==> config.mk <==
export PLATFORM = sky130hd
export DESIGN_NAME = ir_pulse_width_decoder_core_flat
export DESIGN_NICKNAME = d
export VERILOG_FILES = /design/src/sv/irpwd_pkg.sv /design/src/sv/irpwd_if.sv /design/src/sv/irpwd_classify.sv /design/src/sv/ir_pulse_width_decoder_core.sv /design/src/flat_wrapper.sv
export SDC_FILE = /design/constraint.sdc
export NUM_CORES = 1
export LEC_CHECK = 0
export CAP_MARGIN = 30
export CORE_MARGIN = 2
export CORE_UTILIZATION = 59
export CTS_CLUSTER_SIZE = 20
export DETAILED_ROUTE_END_ITERATION = 6
export DONT_BUFFER_PORTS = 1
export GPL_ROUTABILITY_DRIVEN = 0
export GPL_TIMING_DRIVEN = 0
export MAX_ROUTING_LAYER = met4
export PLACE_DENSITY_LB_ADDON = 0.08
export SETUP_SLACK_MARGIN = 0.4
export SLEW_MARGIN = 10
export SYNTH_ARGS = -nofsm -noshare
export SYNTH_HDL_FRONTEND = slang
export SYNTH_SLANG_ARGS = --single-unit
export TNS_END_PERCENT = 50
==> constraint.sdc <==
create_clock -name clock -period 4.85 [get_ports clock]
set_input_delay 1.455 -clock clock [delete_from_list [all_inputs] [get_ports clock]]
set_output_delay 1.455 -clock clock [all_outputs]
set_load 0.02 [all_outputs]
==> src/sv/irpwd_pkg.sv <==
// Shared types and constants of the infrared pulse-distance decoder.
package irpwd_pkg;

   localparam int unsigned OP_W    = 2;
   localparam int unsigned TIME_W  = 16;
   localparam int unsigned TICKS_W = 14;
   localparam int unsigned CMD_W   = 11;
   localparam int unsigned CNT_W   = 4;
   // Thresholds are held one bit wider than a timestamp, since 5*M and 7*M may exceed 16 bits.
   localparam int unsigned THR_W   = TIME_W + 1;

   localparam logic [TICKS_W-1:0] TICKS_RESET = TICKS_W'(16000);

   localparam logic [OP_W-1:0] OP_EDGE    = 2'd0;
   localparam logic [OP_W-1:0] OP_READ    = 2'd1;
   localparam logic [OP_W-1:0] OP_RELEASE = 2'd2;

   typedef logic [OP_W-1:0]    op_type;
   typedef logic [TIME_W-1:0]  time_type;
   typedef logic [TICKS_W-1:0] ticks_type;
   typedef logic [CMD_W-1:0]   cmd_type;

   // Classification of one edge interval.
   typedef struct packed {
      logic start_ok;
      logic zero_ok;
      logic one_ok;
   } class_type;

endpackage

==> src/sv/irpwd_if.sv <==
// Handshake interfaces of the decoder: request, response and register write channels.
interface irpwd_req_if;
   logic                valid;
   logic                ready;
   irpwd_pkg::op_type   operation;
   irpwd_pkg::time_type edge_time;

   modport source (output valid, output operation, output edge_time, input ready);
   modport sink   (input valid, input operation, input edge_time, output ready);
endinterface

interface irpwd_rsp_if;
   logic               valid;
   logic               ready;
   irpwd_pkg::cmd_type read_data;
   logic               ready_res;
   logic               frame_done;
   logic               frame_error;

   modport source (output valid, output read_data, output ready_res, output frame_done,
                   output frame_error, input ready);
   modport sink   (input valid, input read_data, input ready_res, input frame_done,
                   input frame_error, output ready);
endinterface

interface irpwd_csr_if;
   logic                 valid;
   logic                 ready;
   irpwd_pkg::ticks_type data;

   modport source (output valid, output data, input ready);
   modport sink   (input valid, input data, output ready);
endinterface

==> src/sv/irpwd_classify.sv <==
// Interval classifier: sorts one edge interval into start, zero bit or one bit.
module irpwd_classify (
   input  irpwd_pkg::ticks_type ticks_per_ms,
   input  irpwd_pkg::time_type  width,
   output irpwd_pkg::class_type cls
);
   import irpwd_pkg::*;

   logic [THR_W-1:0] m_ext;
   logic [THR_W-1:0] three_m;
   logic [THR_W-1:0] five_m;
   logic [THR_W-1:0] seven_m;
   logic [THR_W-1:0] thr_quarter;
   logic [THR_W-1:0] thr_one_half;
   logic [THR_W-1:0] thr_two_half;
   logic [THR_W-1:0] thr_three_half;
   logic [THR_W-1:0] w_ext;

   assign m_ext   = THR_W'(ticks_per_ms);
   assign three_m = (m_ext << 1) + m_ext;
   assign five_m  = (m_ext << 2) + m_ext;
   assign seven_m = (m_ext << 3) - m_ext;

   // Truncating quarter of M and halves of the scaled products.
   assign thr_quarter    = m_ext >> 2;
   assign thr_one_half   = three_m >> 1;
   assign thr_two_half   = five_m >> 1;
   assign thr_three_half = seven_m >> 1;

   assign w_ext = THR_W'(width);

   assign cls.start_ok = (w_ext > thr_two_half) && (w_ext <= thr_three_half);
   assign cls.zero_ok  = (w_ext > thr_quarter) && (w_ext < thr_one_half);
   assign cls.one_ok   = (w_ext >= thr_one_half) && (w_ext < thr_two_half);

endmodule

==> src/sv/ir_pulse_width_decoder_core.sv <==
// Top level of the infrared pulse-distance frame decoder.
//
// Usage: every request beat carries an operation and a falling-edge timestamp.
// An edge capture advances the frame decoder, a read returns the latched
// command (zero unless a frame is complete) and clears it, and a release drops
// the ready flag so that the next frame can be taken. Every request beat gives
// exactly one response beat with the command, the ready flag after the beat and
// the frame done and frame error flags.
// The csr channel writes ticks_per_ms; it is always ready and should be written
// only while no request is in flight.
// A request beat passes through the input register, then the classify-and-update logic
// into the response register. One beat per cycle is sustained while the receiver
// takes every response. When the receiver stalls the response register holds, and the
// input register holds once it too is full; then req.ready falls.
// Reset clears the decoder to wait for a start edge, empties both registers and
// loads ticks_per_ms with 16000.
module ir_pulse_width_decoder_core #(
   parameter int unsigned BITS_PER_FRAME = 11
) (
   input  logic        clock,
   input  logic        reset,
   irpwd_req_if.sink   req,
   irpwd_rsp_if.source rsp,
   irpwd_csr_if.sink   csr
);
   import irpwd_pkg::*;

   localparam logic [1:0] PH_IDLE   = 2'd0;
   localparam logic [1:0] PH_START  = 2'd1;
   localparam logic [1:0] PH_BITS   = 2'd2;
   localparam logic [1:0] PH_UNUSED = 2'd3;

   localparam logic [CNT_W:0] FRAME_LEN = (CNT_W+1)'(BITS_PER_FRAME);

   // Configuration
   ticks_type ticks_ff;

   // Input register
   logic     in_valid_ff;
   op_type   in_op_ff;
   time_type in_time_ff;

   // Decoder state
   logic [1:0]       phase_ff,    phase_in;
   logic [CNT_W-1:0] bit_count_ff, bit_count_in;
   time_type         last_edge_ff, last_edge_in;
   cmd_type          command_ff,  command_in;
   logic             ready_flag_ff, ready_flag_in;

   // Response register
   logic    out_valid_ff;
   cmd_type out_data_ff,  out_data_in;
   logic    out_done_ff,  out_done_in;
   logic    out_error_ff, out_error_in;

   logic       advance;
   logic       accept;
   time_type   width;
   class_type  cls;
   logic [CNT_W:0] next_count;

   assign advance   = !out_valid_ff || rsp.ready;
   assign req.ready = !in_valid_ff || advance;
   assign accept    = req.valid && req.ready;
   assign csr.ready = 1'b1;

   assign width      = in_time_ff - last_edge_ff;
   assign next_count = {1'b0, bit_count_ff} + (CNT_W+1)'(1);

   irpwd_classify u_classify (
      .ticks_per_ms (ticks_ff),
      .width        (width),
      .cls          (cls)
   );

   always_comb begin
      phase_in      = phase_ff;
      bit_count_in  = bit_count_ff;
      last_edge_in  = last_edge_ff;
      command_in    = command_ff;
      ready_flag_in = ready_flag_ff;
      out_data_in   = '0;
      out_done_in   = 1'b0;
      out_error_in  = 1'b0;
      case (in_op_ff)
         OP_EDGE: begin
            if (!ready_flag_ff) begin
               case (phase_ff)
                  PH_START: begin
                     if (cls.start_ok) begin
                        last_edge_in = in_time_ff;
                        bit_count_in = '0;
                        command_in   = '0;
                        phase_in     = PH_BITS;
                     end else begin
                        out_error_in = 1'b1;
                        phase_in     = PH_IDLE;
                     end
                  end
                  PH_BITS: begin
                     if (cls.zero_ok || cls.one_ok) begin
                        // Positions past the command width shift out and are dropped.
                        if (cls.one_ok) begin
                           command_in = command_ff | (CMD_W'(1) << bit_count_ff);
                        end
                        last_edge_in = in_time_ff;
                        if (next_count >= FRAME_LEN) begin
                           bit_count_in  = '0;
                           ready_flag_in = 1'b1;
                           out_done_in   = 1'b1;
                           phase_in      = PH_IDLE;
                        end else begin
                           bit_count_in = next_count[CNT_W-1:0];
                        end
                     end else begin
                        out_error_in = 1'b1;
                        phase_in     = PH_IDLE;
                     end
                  end
                  default: begin
                     // The first edge only marks the time.
                     last_edge_in = in_time_ff;
                     phase_in     = PH_START;
                  end
               endcase
            end
         end
         OP_READ: begin
            if (ready_flag_ff) begin
               out_data_in = command_ff;
               command_in  = '0;
            end
         end
         OP_RELEASE: begin
            ready_flag_in = 1'b0;
         end
         default: begin
         end
      endcase
   end

   always_ff @(posedge clock) begin
      if (reset) begin
         ticks_ff      <= TICKS_RESET;
         in_valid_ff   <= 1'b0;
         out_valid_ff  <= 1'b0;
         phase_ff      <= PH_IDLE;
         bit_count_ff  <= '0;
         last_edge_ff  <= '0;
         command_ff    <= '0;
         ready_flag_ff <= 1'b0;
      end else begin
         if (csr.valid) begin
            ticks_ff <= csr.data;
         end
         if (req.ready) begin
            in_valid_ff <= req.valid;
         end
         if (advance) begin
            out_valid_ff <= in_valid_ff;
         end
         if (advance && in_valid_ff) begin
            phase_ff      <= phase_in;
            bit_count_ff  <= bit_count_in;
            last_edge_ff  <= last_edge_in;
            command_ff    <= command_in;
            ready_flag_ff <= ready_flag_in;
         end
      end
   end

   always_ff @(posedge clock) begin
      if (accept) begin
         in_op_ff   <= req.operation;
         in_time_ff <= req.edge_time;
      end
      if (advance && in_valid_ff) begin
         out_data_ff  <= out_data_in;
         out_done_ff  <= out_done_in;
         out_error_ff <= out_error_in;
      end
   end

   assign rsp.valid       = out_valid_ff;
   assign rsp.read_data   = out_data_ff;
   assign rsp.ready_res   = ready_flag_ff;
   assign rsp.frame_done  = out_done_ff;
   assign rsp.frame_error = out_error_ff;

`ifndef SYNTH
   a_done_excludes_error: assert property (@(posedge clock) disable iff (reset)
      out_valid_ff |-> !(out_done_ff && out_error_ff))
      else $error("frame done and frame error in the same beat");

   a_done_sets_ready: assert property (@(posedge clock) disable iff (reset)
      (out_valid_ff && out_done_ff) |-> ready_flag_ff)
      else $error("completed frame without the ready flag");

   a_data_needs_ready: assert property (@(posedge clock) disable iff (reset)
      (out_valid_ff && (out_data_ff != '0)) |-> ready_flag_ff)
      else $error("command returned while not ready");

   a_phase_legal: assert property (@(posedge clock) disable iff (reset)
      phase_ff != PH_UNUSED)
      else $error("decoder phase took the unused code");

   a_count_bound: assert property (@(posedge clock) disable iff (reset)
      {1'b0, bit_count_ff} < FRAME_LEN)
      else $error("bit count reached the frame length");
`endif

endmodule

==> src/flat_wrapper.sv <==
// flat-port wrapper written by rule: the top's interface ports become plain ports
module ir_pulse_width_decoder_core_flat import irpwd_pkg::*;
#(
   parameter int unsigned BITS_PER_FRAME = 11
)
  (clock, reset, req_valid, req_operation, req_edge_time, req_ready, rsp_valid, rsp_read_data, rsp_ready_res, rsp_frame_done, rsp_frame_error, rsp_ready, csr_valid, csr_data, csr_ready);
  irpwd_req_if req_i ();
  irpwd_rsp_if rsp_i ();
  irpwd_csr_if csr_i ();
  input  logic clock;
  input  logic reset;
  input wire logic [$bits(req_i.valid)-1:0] req_valid;
  input wire logic [$bits(req_i.operation)-1:0] req_operation;
  input wire logic [$bits(req_i.edge_time)-1:0] req_edge_time;
  output wire logic [$bits(req_i.ready)-1:0] req_ready;
  output wire logic [$bits(rsp_i.valid)-1:0] rsp_valid;
  output wire logic [$bits(rsp_i.read_data)-1:0] rsp_read_data;
  output wire logic [$bits(rsp_i.ready_res)-1:0] rsp_ready_res;
  output wire logic [$bits(rsp_i.frame_done)-1:0] rsp_frame_done;
  output wire logic [$bits(rsp_i.frame_error)-1:0] rsp_frame_error;
  input wire logic [$bits(rsp_i.ready)-1:0] rsp_ready;
  input wire logic [$bits(csr_i.valid)-1:0] csr_valid;
  input wire logic [$bits(csr_i.data)-1:0] csr_data;
  output wire logic [$bits(csr_i.ready)-1:0] csr_ready;
  assign req_i.valid = req_valid;
  assign req_i.operation = req_operation;
  assign req_i.edge_time = req_edge_time;
  assign req_ready = req_i.ready;
  assign rsp_valid = rsp_i.valid;
  assign rsp_read_data = rsp_i.read_data;
  assign rsp_ready_res = rsp_i.ready_res;
  assign rsp_frame_done = rsp_i.frame_done;
  assign rsp_frame_error = rsp_i.frame_error;
  assign rsp_i.ready = rsp_ready;
  assign csr_i.valid = csr_valid;
  assign csr_i.data = csr_data;
  assign csr_ready = csr_i.ready;
  ir_pulse_width_decoder_core #(.BITS_PER_FRAME(BITS_PER_FRAME)) u_core (.clock(clock), .reset(reset), .req(req_i), .rsp(rsp_i), .csr(csr_i));
endmodule
==> flow_summary.yaml <==
synthesis:
  ys_async_sr_fraction: 0
  synth_flop_cell: "dfxtp_1"
  yosysTopAreaCell: "ha_1"
  synth_enable_flop_cells: 31
  postSynthCellCount: 789
  synth.most_common_cell: "ha_1"
  syn_area_mm2: 0.00695
  syn_avg_cell_area_um2: 8.81
  synth_cell_types: 64
  synthSimpleGateAreaFrac: 0.158
  synth_xor_area_frac: 0.0567
  syn-num-nets: 949
  synth.area.mux_share: 0.0146
  synthTopCellsByArea: "ha_1 22%, dfxtp_1 14%, edfxtp_1 13%"
  synth_compound_area_frac: 0.224
  synthAdderAreaFrac: 0.225
  yosys_warnings: 0
  ys_ff_latch: 81
  ys_seq_area_frac: 0.278
  synth_common_cells: "120 x ha_1, 69 x a21oi_1, 60 x inv_1"
  synth_top_family_by_area: "adder cells"
  yosysTopAreaCellShare: 0.216
route:
  routed_wl_um: 17200
  drt_iter0_drc: 277
  drcViolationCount: 0
  first_pass_iters: 7
  num_vias: 6078
  routedWlPerCell_um: 17.5
  drtAntennaViolNets: 0
  viasPerCell: 6.18
floorplan:
  core_area_mm2: 0.0115
  die_w_um: 113
  die_y_um: 113
  start_util: 0.606
  rows: 39
  die-area_mm2: 0.0127
  ioPinCount: 54
sta:
  skew_ns: 0.00720
  clock.fmax_ghz: 0.209
  max-slew-margin-rel: 0.502
  fin_tns_setup_ns: 0
  whs_ns: 0.468
  worst_pin_slew_ns: 0.747
  slew_violations: 0
  rsz0062_at_grt: "true"
  setup_viol: 0
  post-route-period-util: 0.987
  hold_viol_final: 0
  period_needed_ns: 4.79
power_and_ir_drop:
  p_switching_uw: 804
  power_density_mw_per_mm2: 287
  ir_drop_uv: 243
  power.leakage_uw: 0.00343
  swShare: 0.347
  comb_power_share: 0.372
  p_clk_frac: 0.298
  intPower_uw: 1510
  power_frac_seq: 0.330
run:
  maxCapViolCount: 0
critical_path:
  path_max_fanout: 7
  required_ns: 5.09
  cp.arrival_ns: 5.03
  timing.rr.start: "u_core.ticks_ff[0]"
  r2r_cells: 19
  endpoint_kind: "flip-flop"
  cp-startpoint: "u_core.ticks_ff[0]"
  path_class: "flip-flop to flip-flop"
  start_kind: "flip-flop"
placed_design:
  dp_hpwl_um: 13000
  dp.cells: 932
  numPortBuffers: 0
  placed_cell_area_mm2: 0.00719
global_routing:
  antenna_found_initial: 0
  overflow: 0
  grt_pass1_wl_um: 28700
  grt_usage: 0.287
  grt_pass1_vias: 6129
  grt_max_degree: 19
cts:
  clkLatencyLatePin_ns: 0.35
  postCtsHoldBufs: 0
  clk_pin_slew_worst_paths_ns: 0.06
  cts_sinks: 81
  root_buffer: "clkbuf_16"
  cts_tree: "built"
  htreeDepth: 3
  cts_inserted_buffers: 9
  clock_path_buffers: 2
final_layout:
  nFillCells: 877
  design_area_mm2: 0.00807
  areaGrowthSynthToFinish_pct: 16.1
  final_util: 0.704
  finalNetCount: 996
  drive_gt1_frac: 0.157
  multi_input_area_mm2: 0.00499
  diodes: 0
  final_cells: 984
  regArea_mm2: 0.00195
worst_hold_path:
  worstHoldPathType: "flip-flop to flip-flop"
  min_path_cells: 1
  min_from: "u_core.command_ff[2]"
status:
  status: "complete, no violations"
==> power by group through the flow <==
| stage | registers [µW] | clock network, µW | logic (µW) |
|---|---|---|---|
| after floorplan | 771 | 0 | 596 |
| after global placement | 782 | 0 | 722 |
| after detailed placement | 783 | 0 | 760 |
| after CTS | 765 | 704 | 816 |
| after global routing | 768 | 732 | 971 |
| final | 765 | 691 | 862 |
==> through the flow <==
| stage | power, µW | setup slack (ns) |
|---|---|---|
| final | 2320 | 0.0630 |
| after global routing | 2470 | -0.117 |
| after CTS | 2280 | 0.0966 |
| after detailed placement | 1540 | -0.202 |
| after global placement | 1500 | -0.163 |
| after floorplan | 1370 | 0.370 |
==> cell families (layout without fill, tap and decap cells) <==
kind of cell             Yosys count  in the layout
AO/OA/AOI/OAI                    230            230
XOR/XNOR                          45             45
adder cells (fa/ha/maj)          123            123
buffers and inverters             78            130
flip-flops                        81             81
multiplexers                      10             10
other                              1              1
AND/OR/NAND/NOR                  221            221
==> area by class of cell <==
| class | instances | share of cell area |
|---|---|---|
| tap | 143 | 0.0222 |
| clock inverter | 2 | 0.00217 |
| multi-input combinational | 630 | 0.619 |
| buffer | 18 | 0.0158 |
| timing repair buffer | 36 | 0.0361 |
| sequential | 81 | 0.242 |
| clock buffer | 14 | 0.0353 |
| inverter | 60 | 0.0279 |
==> flip-flops by register name, indices dropped and copies added, names as in the netlist <==
name                    flops
u_core.rsp.frame_done       1
u_core.last_edge_ff        16
u_core.ticks_ff            14
u_core.rsp.valid            1
u_core.rsp.frame_error      1
u_core.bit_count_ff         4
u_core.rsp.read_data       11
u_core.rsp.ready_res        1
u_core.phase_ff             2
u_core.in_op_ff             2
u_core.command_ff          11
u_core.in_time_ff          16
u_core.in_valid_ff          1
==> cells in the final DEF (no fill, tap or decap), types with 4 or more instances in the layout <==
cell | netlist | routed
ha_1 | 120 | 116
inv_1 | 60 | 58
a21oi_1 | 69 | 54
nor2_1 | 51 | 50
nand2_1 | 47 | 46
dfxtp_1 | 50 | 44
buf_4 | 1 | 33
edfxtp_1 | 31 | 31
a21o_1 | 29 | 29
xnor2_1 | 30 | 27
nand3_1 | 29 | 25
o21ai_0 | 30 | 23
a21oi_2 | 3 | 18
o211ai_1 | 18 | 18
and3_1 | 18 | 18
nor3_1 | 20 | 16
xor2_1 | 15 | 14
o21a_1 | 12 | 12
nand4_1 | 12 | 12
a32o_1 | 12 | 12
nand2b_1 | 11 | 11
clkbuf_16 | 0 | 11
clkbuf_1 | 11 | 10
nor2b_1 | 10 | 9
mux2i_1 | 9 | 9
o21bai_1 | 8 | 8
a211oi_1 | 9 | 7
o21ai_2 | 0 | 5
or3_1 | 7 | 5
o31a_1 | 5 | 5
a211o_1 | 4 | 4
nor3_2 | 0 | 4
clkbuf_8 | 0 | 4
nand3_2 | 0 | 4
dfxtp_4 | 0 | 4
==> routing by layer <==
layer  part of all wire  routed length (µm)  track usage  vias up
met4              0.018                 308       0.0902        0
met1               0.44                7490        0.347     2886
met2               0.50                8600        0.489      140
li1                   -                   -            -     3021
met3              0.047                 812       0.0470       31
met5                  0                   0            -        -
==> final timing paths <==
kind | end | slack, ns
worst max-delay path | u_core.bit_count_ff[3] | 0.06
worst min-delay path | u_core.command_ff[2] | 0.47
worst max register to register | u_core.bit_count_ff[3] | 0.06
worst min register to register | u_core.command_ff[2] | 0.47
==> critical path: stages, from the launching register on <==
cell      delay [ns]
dfxtp_4         0.38
ha_4            0.25
and3b_1         0.19
o21ai_2         0.19
a21boi_2        0.08
o21ai_2         0.15
a21oi_2         0.08
o21a_1          0.20
o21a_1          0.22
o211a_1         0.26
o21ai_2         0.17
a211oi_2        0.10
ha_1            0.30
nand2_2         0.06
or3_4           0.39
o41a_1          0.41
o31a_1          0.34
or3_4           0.41
a211o_1         0.23
a32o_1          0.25
==> repair_timing <==
item / 4_1_cts / 5_1_grt
gates cloned: 3 / 0
endpoints found under the setup margin: 36 / 36
buffers inserted: 24 / 9
resized for setup: 37 / 32
pin swaps: 19 / 33
(Power assumes the default switching activity.)
